<file path="config.mk">
export PLATFORM = sky130hd
export DESIGN_NAME = scbh_ram
export DESIGN_NICKNAME = d
export VERILOG_FILES = /design/src/scbh_ram.sv
export SDC_FILE = /design/constraint.sdc
export NUM_CORES = 1
export LEC_CHECK = 0
export BUFFER_PORTS_ARGS = -buffer_cell sky130_fd_sc_hd__buf_2
export CORE_ASPECT_RATIO = 2
export CORE_MARGIN = 5
export CORE_UTILIZATION = 60
export CTS_CLUSTER_SIZE = 28
export DETAILED_ROUTE_END_ITERATION = 10
export PLACE_DENSITY = 0.8
export SYNTH_ARGS = -nofsm -noshare
export SYNTH_HDL_FRONTEND = slang
export SYNTH_SLANG_ARGS = --single-unit
export TNS_END_PERCENT = 50
</file>
<file path="constraint.sdc">
create_clock -name clk -period 1.85 [get_ports clk]
set_input_delay 0.0925 -clock clk [delete_from_list [all_inputs] [get_ports clk]]
set_output_delay 0.0925 -clock clk [all_outputs]
set_load 0.005 [all_outputs]
</file>
<file path="src/scbh_ram.sv">
// generic single-port ram with registered read
// no dependencies
module scbh_ram #(
  parameter int unsigned WIDTH = 8,
  parameter int unsigned DEPTH = 16
) (
  input  logic clk,
  input  logic we,
  input  logic [$clog2(DEPTH)-1:0] addr,
  input  logic [WIDTH-1:0] wdata,
  output logic [WIDTH-1:0] rdata
);
  logic [WIDTH-1:0] mem [DEPTH];

  always_ff @(posedge clk) begin
    if (we) begin
      mem[addr] <= wdata;
    end
    rdata <= mem[addr];
  end
endmodule

</file>
**Word level (Yosys, flattened, before mapping)**

Memory sizes are Yosys's and may differ from the RTL's. A register that Yosys moved wholly into a read port is not among the register bits.
Cells that the tools add are included.

- Add/sub/neg operators: 0
- Bitwise gates (word level): 0
- Reductions and logical operators: 0
- Shift operators: 0
- Magnitude comparators: 0
- $mul: 0
- Divide/modulo/power cells: 0
- Muxes and demuxes: 2
- Equality and inequality tests: 0

Operator list:

| cell | count |
|---|---|
| $mux W1 | 2 |

- Output and inout port bits: 8
- Bits in read-only memories: 0
- Memories: 1
- Bits in latches: 0
- RAM bits: 128
- Register bits: 0
- Input bits: 14

Memory list:

| name | depth | width | rd ports | clocked after Yosys merged registers in | write ports | line | text |
|---|---|---|---|---|---|---|---|
| mem | 16 | 8 | 1 | 1 | 1 | 13 | `logic [WIDTH-1:0] mem [DEPTH];` |

**Longest topological paths before layout**

- Depth in word-level cells: 2
- Mapped depth: 5

**Worst setup path after synthesis**

OpenSTA, ideal clock, no wires.

- Path kind: input -> register
- Start point: input port addr[2]
- End point: memory mem[0][0] (enable)
- Data arrival time: 1.202 ns
- Setup slack: 0.264 ns
- Required time: 1.467 ns
- Stages on the path: 2
- Path buffers: 0
- Cells stage by stage: or3b_2 > nor3_1

RTL lines:

| what | line | text |
|---|---|---|
| start, declared | 9 | `input logic [$clog2(DEPTH)-1:0] addr,` |
| end, declared | 13 |  |

Straight into the memory's write port.

==> run_results.csv <==
group,metric,value,unit
floorplanning,rows,47,
timing,rsz0062_at_grt,"no",
power,leakage,2.04,nW
placement,dp_slack,0.289,ns
grt,grt_usage,0.214,
timing,skew,0.0138,ns
timing,tns,0,ns
layout,drive_above_1_share,0.354,
logic_synthesis,seq_area_frac_synth,0.790,
logic_synthesis,yosysUniqueCellTypes,18,
clocking,cts_hold_buf,0,
routing,drcViolationCount,0,
clocking,cts_sinks,136,
logic_synthesis,synth.area.top_cells,"edfxtp_1 (76%), mux4_2 (14%), dfxtp_1 (3.2%)",
placement,place.gp.congestion,0.789,
clocking,clkSlewWorstSetupHoldPaths,0.06,ns
critical_path,required,2.14,ns
routing,drt-vias-per-instance,6.24,
floorplanning,die_y,140,um
floorplanning,ios,22,
floorplanning,die_w,75.0,um
power,powerDensity,1200,nW/um2
floorplanning,die_area,10500,um2
grt,grt_max_degree,40,
floorplanning,core-area,8290,um2
grt,overflow,0,
clocking,cts_setup_buffers,0,
logic_synthesis,synth_top_cell_area_share,0.759,
clocking,clk_path_buf_depth,2,
timing,slew_headroom,0.493,
placement,place_hpwl,6230,um
critical_path,setup.worst_path.class,"flip-flop to flip-flop",
logic_synthesis,synth-edff-count,128,
logic_synthesis,ys_top_cells_by_count,"edfxtp_1 (128), mux4_2 (32), a22oi_1 (16), nor2_1 (13), nand2_1 (9)",
timing,finalMaxSlewViolations,0,
logic_synthesis,synth-seq-cells,136,
logic_synthesis,syn_inst,230,
layout,synthToLayoutAreaGrowth,19.3,%
outcome,run_status,"completed",
placement,dp.cells,360,
hold_path,holdCritPathClass,"input port to flip-flop",
timing,setup_slack,0.480,ns
logic_synthesis,yosysMostFrequentCell,"edfxtp_1",
clocking,numCtsBuffers,17,
routing,wl_per_cell,24.7,um
flow_run,maxCapViolations,0,
routing,first_pass_iters,4,
power,power.total,7.25,mW
timing,finalCritPeriodShare,0.740,
logic_synthesis,dominantRegCellSynth,"edfxtp_1",
timing,setup_violations,0,
logic_synthesis,ys_warn_count,0,
power,ir_worst_vdd,1.28,mV
timing,period_minus_slack,1.37,ns
routing,finalWirelength,9700,um
grt,grt_pass1_vias,2724,
critical_path,path_max_fanout,1,
layout,antenna_cells,0,
timing,timing.fmax,730,MHz
layout,finalNetCount,295,
logic_synthesis,synth_nets,244,
critical_path,endpoint_kind,"flip-flop",
logic_synthesis,async_flop_share,0,
clocking,clockRootBuffer,"clkbuf_16",
critical_path,reg2reg_depth,3,
clocking,clk_latency,0.42,ns
clocking,htree_levels,4,
layout,final_util,0.729,
floorplanning,start_util,0.611,
grt,grt_antenna_before_repair,0,
grt,grt_pass1_wl,15100,um
logic_synthesis,yosysTopAreaCell,"edfxtp_1",
layout,finalNonFillerCells,392,
layout,fillers,441,
critical_path,critPathLaunchType,"flip-flop",
routing,antenna_left,0,
placement,port_buffers,21,
routing,vias,2445,
clocking,tritoncts,"built",
timing,hold_viol_final,0,
logic_synthesis,syn_area,5070,um2
routing,drtIter0Drc,249,
hold_path,hold_depth,1,
critical_path,cp_data_arrival_time,1.66,ns
logic_synthesis,syn_avg_cell_area,22.0,um2
timing,worstMarginPinSlew,0.759,ns
clocking,cts-resized-gates,0,
## routing by layer
metal  share of wire  GRT usage  up-vias
met4           0.029      0.108        0
met5               0          0        -
met2            0.57      0.356       86
met3           0.050     0.0689       22
li1                -          -     1065
met1            0.35      0.239     1272
## critical path: stages, from the launching register on
cell and delay, ns:
edfxtp_1 0.38, mux4_2 0.48, a22oi_1 0.29, nand2_1 0.10
## kinds of logic after synthesis
family / after synthesis / synth area share
simple gates: 35 / 0.0321
flops: 136 / 0.790
buf+inv: 11 / 0.0119
mux: 32 / 0.142
compound gates: 16 / 0.0237
## where the power goes
| group | internal [mW] | leakage [nW] | switching [mW] |
|---|---|---|---|
| combinational | 0.140 | 0.520 | 0.177 |
| clock | 2.28 | 0.292 | 1.18 |
| sequential | 3.45 | 1.22 | 0.0231 |
| total | 5.86 | 2.04 | 1.38 |
## flip-flops by register name, summed over array words and instances, names as in the netlist
name / cells
rdata: 8
mem: 128
## per-stage QoR
step                instance area, um2  hold WS [ns]
floorplan                         5070         0.191
global placement                  5430         0.459
detailed placement                5430         0.477
CTS                               6040        0.0501
global route                      6040        0.0510
finish                            6040        0.0543
## area by class of cell
| cell class | count | area (um2) | area share |
|---|---|---|---|
| timing repair buffer | 43 | 295 | 0.0489 |
| tap | 98 | 123 | 0.0203 |
| sequential | 136 | 4000 | 0.662 |
| multi-input combinational | 83 | 1000 | 0.166 |
| clock buffer | 19 | 443 | 0.0733 |
| clock inverter | 13 | 176 | 0.0292 |
## cells in the final DEF (no fill, tap or decap)
| master | n |
|---|---|
| dfxtp_1 | 8 |
| clkinv_4 | 1 |
| inv_6 | 1 |
| or3b_2 | 1 |
| nand3b_1 | 2 |
| buf_4 | 20 |
| nor2_1 | 13 |
| clkinv_2 | 1 |
| clkbuf_8 | 1 |
| buf_12 | 2 |
| nand3_1 | 1 |
| and2_1 | 1 |
| clkinvlp_4 | 3 |
| nand2_1 | 9 |
| clkbuf_1 | 1 |
| clkinv_1 | 3 |
| nor2b_1 | 2 |
| edfxtp_1 | 128 |
| mux4_2 | 32 |
| nand2b_1 | 2 |
| a22oi_1 | 16 |
| clkbuf_16 | 17 |
| buf_2 | 21 |
| nor3_1 | 4 |
| bufinv_16 | 4 |
## path summary, 6_finish.rpt
kind | slack [ns] | startpoint | endpoint
setup / recovery | 0.48 | mem[3][7]$_DFFE_PP_ | rdata[7]$_DFF_P_
hold / removal | 0.05 | wdata[6] | mem[15][6]$_DFFE_PP_
setup reg to reg | 0.48 | mem[3][7]$_DFFE_PP_ | rdata[7]$_DFF_P_
hold reg to reg | 0.68 | mem[14][3]$_DFFE_PP_ | rdata[3]$_DFF_P_
No activity file was read; power rests on OpenSTA's default activity.
