[src/scbh_pkg.sv]
// shared types and constants for the substring hash compare unit
// no dependencies
package scbh_pkg;

  localparam int unsigned MAX_LEN_DEFAULT = 1048575;
  localparam int unsigned POS_W = 20;
  localparam int unsigned HASH_W = 30;
  localparam int unsigned SYM_W = 5;
  localparam logic [HASH_W-1:0] HASH_MOD = 30'd1000000007;
  localparam logic [HASH_W-1:0] HASH_BASE = 30'd31;

  localparam logic [1:0] OP_APPEND_FIRST = 2'd0;
  localparam logic [1:0] OP_APPEND_SECOND = 2'd1;
  localparam logic [1:0] OP_QUERY = 2'd2;

  localparam logic [1:0] ORDER_LESS = 2'd0;
  localparam logic [1:0] ORDER_EQUAL = 2'd1;
  localparam logic [1:0] ORDER_GREATER = 2'd2;

  typedef struct packed {
    logic [1:0] op;
    logic [SYM_W-1:0] symbol;
    logic [POS_W-1:0] first_start;
    logic [POS_W-1:0] first_end;
    logic [POS_W-1:0] second_start;
    logic [POS_W-1:0] second_end;
  } item_in_t;

  typedef struct packed {
    logic [1:0] order;
    logic range_error;
  } item_out_t;

  // product of two residues below the modulus, reduced
  typedef struct packed {
    logic start;
    logic [HASH_W-1:0] a;
    logic [HASH_W-1:0] b;
  } mul_req_t;

endpackage

[src/scbh_modmul.sv]
// shift-and-add modular multiplier, one bit of b per cycle
// depends on scbh_pkg
module scbh_modmul
  import scbh_pkg::*;
(
  input  logic clk,
  input  logic rst,
  input  mul_req_t req,
  output logic busy,
  output logic [HASH_W-1:0] prod
);
  logic [HASH_W-1:0] a;
  logic [HASH_W-1:0] b;
  logic [HASH_W-1:0] acc;
  logic [$clog2(HASH_W+1)-1:0] cnt;
  logic [HASH_W:0] dbl;
  logic [HASH_W-1:0] dbl_r;
  logic [HASH_W:0] sum;
  logic [HASH_W-1:0] sum_r;

  // acc = 2*acc + bit*a, msb first, the doubling and the add each reduced by one conditional subtract
  always_comb begin
    dbl = {acc, 1'b0};
    dbl_r = (dbl >= {1'b0, HASH_MOD}) ? HASH_W'(dbl - {1'b0, HASH_MOD}) : dbl[HASH_W-1:0];
    sum = {1'b0, dbl_r} + (b[HASH_W-1] ? {1'b0, a} : '0);
    sum_r = (sum >= {1'b0, HASH_MOD}) ? HASH_W'(sum - {1'b0, HASH_MOD}) : sum[HASH_W-1:0];
  end

  always_ff @(posedge clk) begin
    if (rst) begin
      busy <= 1'b0;
      cnt <= '0;
    end else if (req.start) begin
      busy <= 1'b1;
      a <= req.a;
      b <= req.b;
      acc <= '0;
      cnt <= '0;
    end else if (busy) begin
      acc <= sum_r;
      b <= {b[HASH_W-2:0], 1'b0};
      cnt <= cnt + 1'b1;
      if (cnt == ($clog2(HASH_W+1))'(HASH_W-1)) begin
        busy <= 1'b0;
      end
    end
  end

  assign prod = acc;
endmodule

[config.mk]
export PLATFORM = sky130hd
export DESIGN_NAME = scbh_modmul
export DESIGN_NICKNAME = d
export VERILOG_FILES = /design/src/scbh_pkg.sv /design/src/scbh_modmul.sv
export SDC_FILE = /design/constraint.sdc
export NUM_CORES = 1
export LEC_CHECK = 0
export BUFFER_PORTS_ARGS = -buffer_cell sky130_fd_sc_hd__buf_4
export CAP_MARGIN = 20
export CORE_MARGIN = 5
export CORE_UTILIZATION = 50
export DETAILED_ROUTE_END_ITERATION = 12
export HOLD_SLACK_MARGIN = 0.06
export PLACE_DENSITY = 0.8
export SETUP_SLACK_MARGIN = 0.15
export SYNTH_ARGS = -nofsm -noshare
export SYNTH_HDL_FRONTEND = slang
export SYNTH_SLANG_ARGS = --single-unit
[constraint.sdc]
create_clock -name clk -period 10.25 [get_ports clk]
set_input_delay 1.5375 -clock clk [delete_from_list [all_inputs] [get_ports clk]]
set_output_delay 1.5375 -clock clk [all_outputs]
set_load 0.01 [all_outputs]
Yosys cells after proc, flatten, opt, wreduce, memory -nomap -nowiden
Index checks and enable logic that the tools add are counted.
{"block": "classes", "n_addsub": 4, "multipliers": 0, "div_mod_pow": 0, "n_lt_le_gt_ge": 2, "n_eq_ne": 1, "shifts": 0, "muxes": 9, "bitwise": 1, "reduce_logical": 4}
{"cell": "$mux W30", "n": 6}
{"cell": "$ge A31 B30 Y1 const B", "n": 2}
{"cell": "$sub A30 B30 Y30 const B", "n": 2}
{"cell": "$add A30 B30 Y31", "n": 1}
{"cell": "$add A5 B1 Y5 const B", "n": 1}
{"cell": "$eq A5 B5 Y1 const B", "n": 1}
{"cell": "$reduce_and A2 Y1", "n": 2}
{"cell": "$mux W1", "n": 3}
{"cell": "$reduce_bool A2 Y1", "n": 1}
{"cell": "$reduce_or A2 Y1", "n": 1}
{"cell": "$not A1 Y1", "n": 1}
{"block": "totals", "ff_bits": 96, "latch_bits": 0, "ramBits": 0, "rom_bits": 0, "inputBits": 63, "output_inout_bits": 31, "word_cells": 26, "mem_count": 0}

Longest topological paths before layout
{"block": "logic_depth", "depth_word": 6, "depth_mapped": 28, "mapped_depth_nobuf": 25}

Least setup slack after synthesis
No wires, ideal clock.
{"block": "synth_path", "path_kind": "flip-flop to flip-flop", "start": "register acc[5], in the netlist prod[5]", "end": "register acc[22], in the netlist prod[22], data pin", "setup_time_ns": 0.257, "t_arrival_ns": 6.063, "t_required_ns": 9.993, "path_slack_ns": 3.930, "stages_incl_launch_ff": 27, "n_path_buf": 2, "synth_period_minus_slack_ns": 6.320, "path_cell_list": "edfxtp_1 > nor3_1 > a31oi_1 > o21ai_0 > a21oi_1 > o21ai_0 > a21oi_1 > o31ai_1 > a21oi_1 > a21oi_1 > inv_1 > buf_1 > nand2_1 > xnor2_1 > ha_1 > clkbuf_1 > xor2_1 > or4_1 > a211o_1 > a22oi_2 > nand4_1 > or4_1 > a211oi_2 > o2111ai_2 > and2_4 > or4_4 > mux2i_1"}
{"block": "synth_between", "elab_chain_cells": 6, "elab_cells_between_ends": 8, "cone_classes": "3 x add/sub; 2 x order compare; 3 x mux"}
{"element": "start: declaration", "line": "scbh_modmul.sv:14", "rtl": "logic [HASH_W-1:0] acc;"}
{"element": "start signal: assignment", "line": "scbh_modmul.sv:40", "rtl": "acc <= sum_r;"}
{"element": "$sub A30 B30 Y30 or $ge A31 B30 Y1 (tied branches)", "line": "scbh_modmul.sv:24", "rtl": "dbl_r = (dbl >= {1'b0, HASH_MOD}) ? HASH_W'(dbl - {1'b0, HASH_MOD}) : dbl[HASH_W-1:0];"}
{"element": "$mux W30 (*)", "line": "scbh_modmul.sv:24"}
{"element": "$add A30 B30 Y31 (*)", "line": "scbh_modmul.sv:25", "rtl": "sum = {1'b0, dbl_r} + (b[HASH_W-1] ? {1'b0, a} : '0);"}
{"element": "$sub A30 B30 Y30 or $ge A31 B30 Y1 (tied branches)", "line": "scbh_modmul.sv:26", "rtl": "sum_r = (sum >= {1'b0, HASH_MOD}) ? HASH_W'(sum - {1'b0, HASH_MOD}) : sum[HASH_W-1:0];"}
{"element": "$mux W30 (*)", "line": "scbh_modmul.sv:26"}
{"element": "$mux W30 (*)", "line": "scbh_modmul.sv:39", "rtl": "end else if (busy) begin"}
Mark *: on every way between the ends. The rest lies on a longest branch, timed or not. The select of a mux whose other input is x is not followed.
A chain may end at the register's enable or synchronous reset.

Worst setup path in the final report
{"block": "layout_path", "start": "register acc[5], in the netlist prod[5]", "end": "register acc[10], in the netlist prod[10], data pin"}
The elaborated chain is that of the path after synthesis.

==> out/metrics.yaml <==
routing:
  antenna_left: 0
  drt_iter0_markers: 559
  wl_per_cell_um: 17.74
  vias: 5979
  routed_wl_mm: 17.71
  firstDrtPassIters: 6
  remaining_drc_errors: 0
  drt-vias-per-instance: 5.991
global_routing:
  grt_pass1_wl_mm: 28.47
  grtUsageMet3_pct: 5.375
  grt_pass1_vias: 5701
  grt_overflow: 0
  globalRouteMet1Util_pct: 28.82
  use_met2_pct: 34.81
  grt.total_usage_pct: 21.63
  antenna_found_initial: 0
  grt_max_degree: 70
  busiest_layer: "met2"
cells_and_area:
  syn_to_final_growth_pct: 16.75
  nFillCells: 1183
  drive_gt1_share_pct: 19.68
  layout.nets: 911
  n_antenna_cell: 0
setup_path:
  max_stage_delay_ns: 0.71
  cp_slowest_cell: "o21ai_0"
  critPathLaunchType: "register"
  cp_top_family: "compound AO/OA/AOI/OAI gates"
  worstPathArrival_ns: 8.39
  end_kind: "register"
  required_ns: 10.37
  path_class: "register to register"
  crit_path_max_fanout: 23
  path_buf_inv: 2
  crit_top_cell: "a21oi_1"
cts:
  hold_buffers: 0
  max-clock-path-buffers: 2
  h-tree-depth: 3
  postCtsResizedCells: 0
  cts_tree: "built"
  ctsRootBufferMaster: "clkbuf_16"
  clock_latency_ns: 0.36
  post_cts_buffers: 0
  path_clk_slew_ns: 0.08
  cts_buffers: 9
  cts.sink_count: 96
sta:
  setup_viol_count_final: 0
  period_minus_slack_ns: 8.270
  relSlewSlack_pct: 37.58
  grt_setup_unrepaired: "no"
  timing.final.crit_share_pct: 80.68
  fin_skew_ns: 0.01470
  tightest_slew_ns: 0.9341
  max_freq_mhz: 120.9
  hold_viol_final: 0
  drv_slew: 0
  setup_tns_ns: 0
place:
  place.detailed.hpwl_mm: 13.07
  portBuffers: 93
  routabilityCongestion: 0.9567
logic_synthesis:
  synth_edf_count: 90
  synth_nets: 831
  synth_cell_type_count: 67
  ys_seq_elements: 96
  synth_cells: 733
  synth_flop_cell: "edfxtp_1"
  synth_area_leader_cell: "edfxtp_1"
  synth_top_area_share_pct: 38.61
  synth.area.top_cells: "edfxtp_1, ha_1, mux2_2"
  async_flop_share_pct: 0
  avgSynthCellArea_um2: 9.550
  syn_area_mm2: 0.007000
  synth_warnings: 0
  ys_seq_area_share_pct: 40.32
floorplan:
  core_area_mm2: 0.01383
  die_area_mm2: 0.01647
  io_pins: 94
  initial_core_util_pct: 50.63
  rows: 43
  die_w_um: 128.3
  die_h_um: 128.3
pwr:
  ir_drop_mv: 0.1308
  power_density_mw_per_mm2: 267.7
  p_leak_uw: 0.003233
  power.total_uw: 2188
run_status:
  run_status: "finished, final reports clean"
hold_path:
  hold_path.class: "register to register"
job:
  maxCapViolations: 0
[stage by stage]
step	area (um^2)	utilization [%]	hold slack [ns]	worst slack [ns]	instances
6_report	8173	59.11	0.5218	1.980	998
3_5_place_dp	7861	56.85	0.5157	2.133	982
2_1_floorplan	7000	-	0.4843	3.930	733
5_1_grt	8173	59.11	0.5655	1.277	998
3_3_place_gp	7861	56.85	0.5043	2.381	982
4_1_cts	8173	59.11	0.5276	2.112	998
[flip-flops by register name, summed over array words and instances (netlist names)]
signal / flops
prod: 30
busy: 1
cnt: 5
b: 30
a: 30
[metal layers]
layer	vias up	wire length, um
li1	2902	-
met1	2830	7702
met2	216	8271
met3	31	1334
met4	0	397
met5	-	0
[final cells by class]
class / instances / area (um^2) / area share [%]
sequential: 96 / 2823 / 34.54
clock buffer: 9 / 225.2 / 2.756
tap: 180 / 225.2 / 2.756
multi-input combinational: 588 / 4006 / 49.02
clock inverter: 7 / 86.33 / 1.056
timing repair buffer: 97 / 728.2 / 8.910
inverter: 21 / 78.83 / 0.9645
[kinds of logic (layout without fill, tap and decap cells)]
family	Yosys count	after routing	share of synthesized area, %
buffers and inverters	49	134	2.663
DFF	96	96	40.32
AOI/OAI and AO/OA	195	195	18.84
xor gates and xnor gates	62	62	7.757
muxes	36	36	5.701
and+or+nand+nor	260	260	18.36
adders and majority gates	35	35	6.363
[where the power goes]
part	switching (uW)	total [uW]	internal, uW
Sequential	44.4	550	506
Clock	166	362	196
Combinational	782	1280	495
[worst paths after layout]
path	start	end	slack, ns	depth (start not counted)
worst max-delay path	prod[5]	prod[10]	1.98	25
worst min-delay path	cnt[1]	cnt[1]	0.52	2
worst max register to register	prod[5]	prod[10]	1.98	25
worst min register to register	cnt[1]	cnt[1]	0.52	2
[synthesized netlist by cell type, types with 20 or more instances]
cell and number:
nand3_1 22, ha_1 34, a21o_1 20, mux2_2 31
inv_1 21, and2_1 37, nor2_1 67, a21oi_1 52
nor3_1 20, edfxtp_1 90, nand2_1 61, xor2_1 25
o21ai_0 40, clkbuf_1 23, xnor2_1 37
[worst min-delay path: stages, from the launching register on]
cell	delay, ns
dfxtp_1	0.33
nor2_1	0.09
a2111oi_0	0.06
[cells in the final DEF, fill, tap and decap left out, types with 9 or more instances in the layout]
master	n
nor2_1	65
nor3_1	20
ha_1	34
a21oi_1	52
nand2_1	61
a21o_1	20
xor2_1	25
and2_1	37
mux2_2	31
o21ai_0	40
a211oi_1	10
nand3_1	22
xnor2_1	37
clkbuf_16	9
inv_1	21
nand4_1	18
buf_4	97
edfxtp_1	90
(Power assumes the default switching activity.)
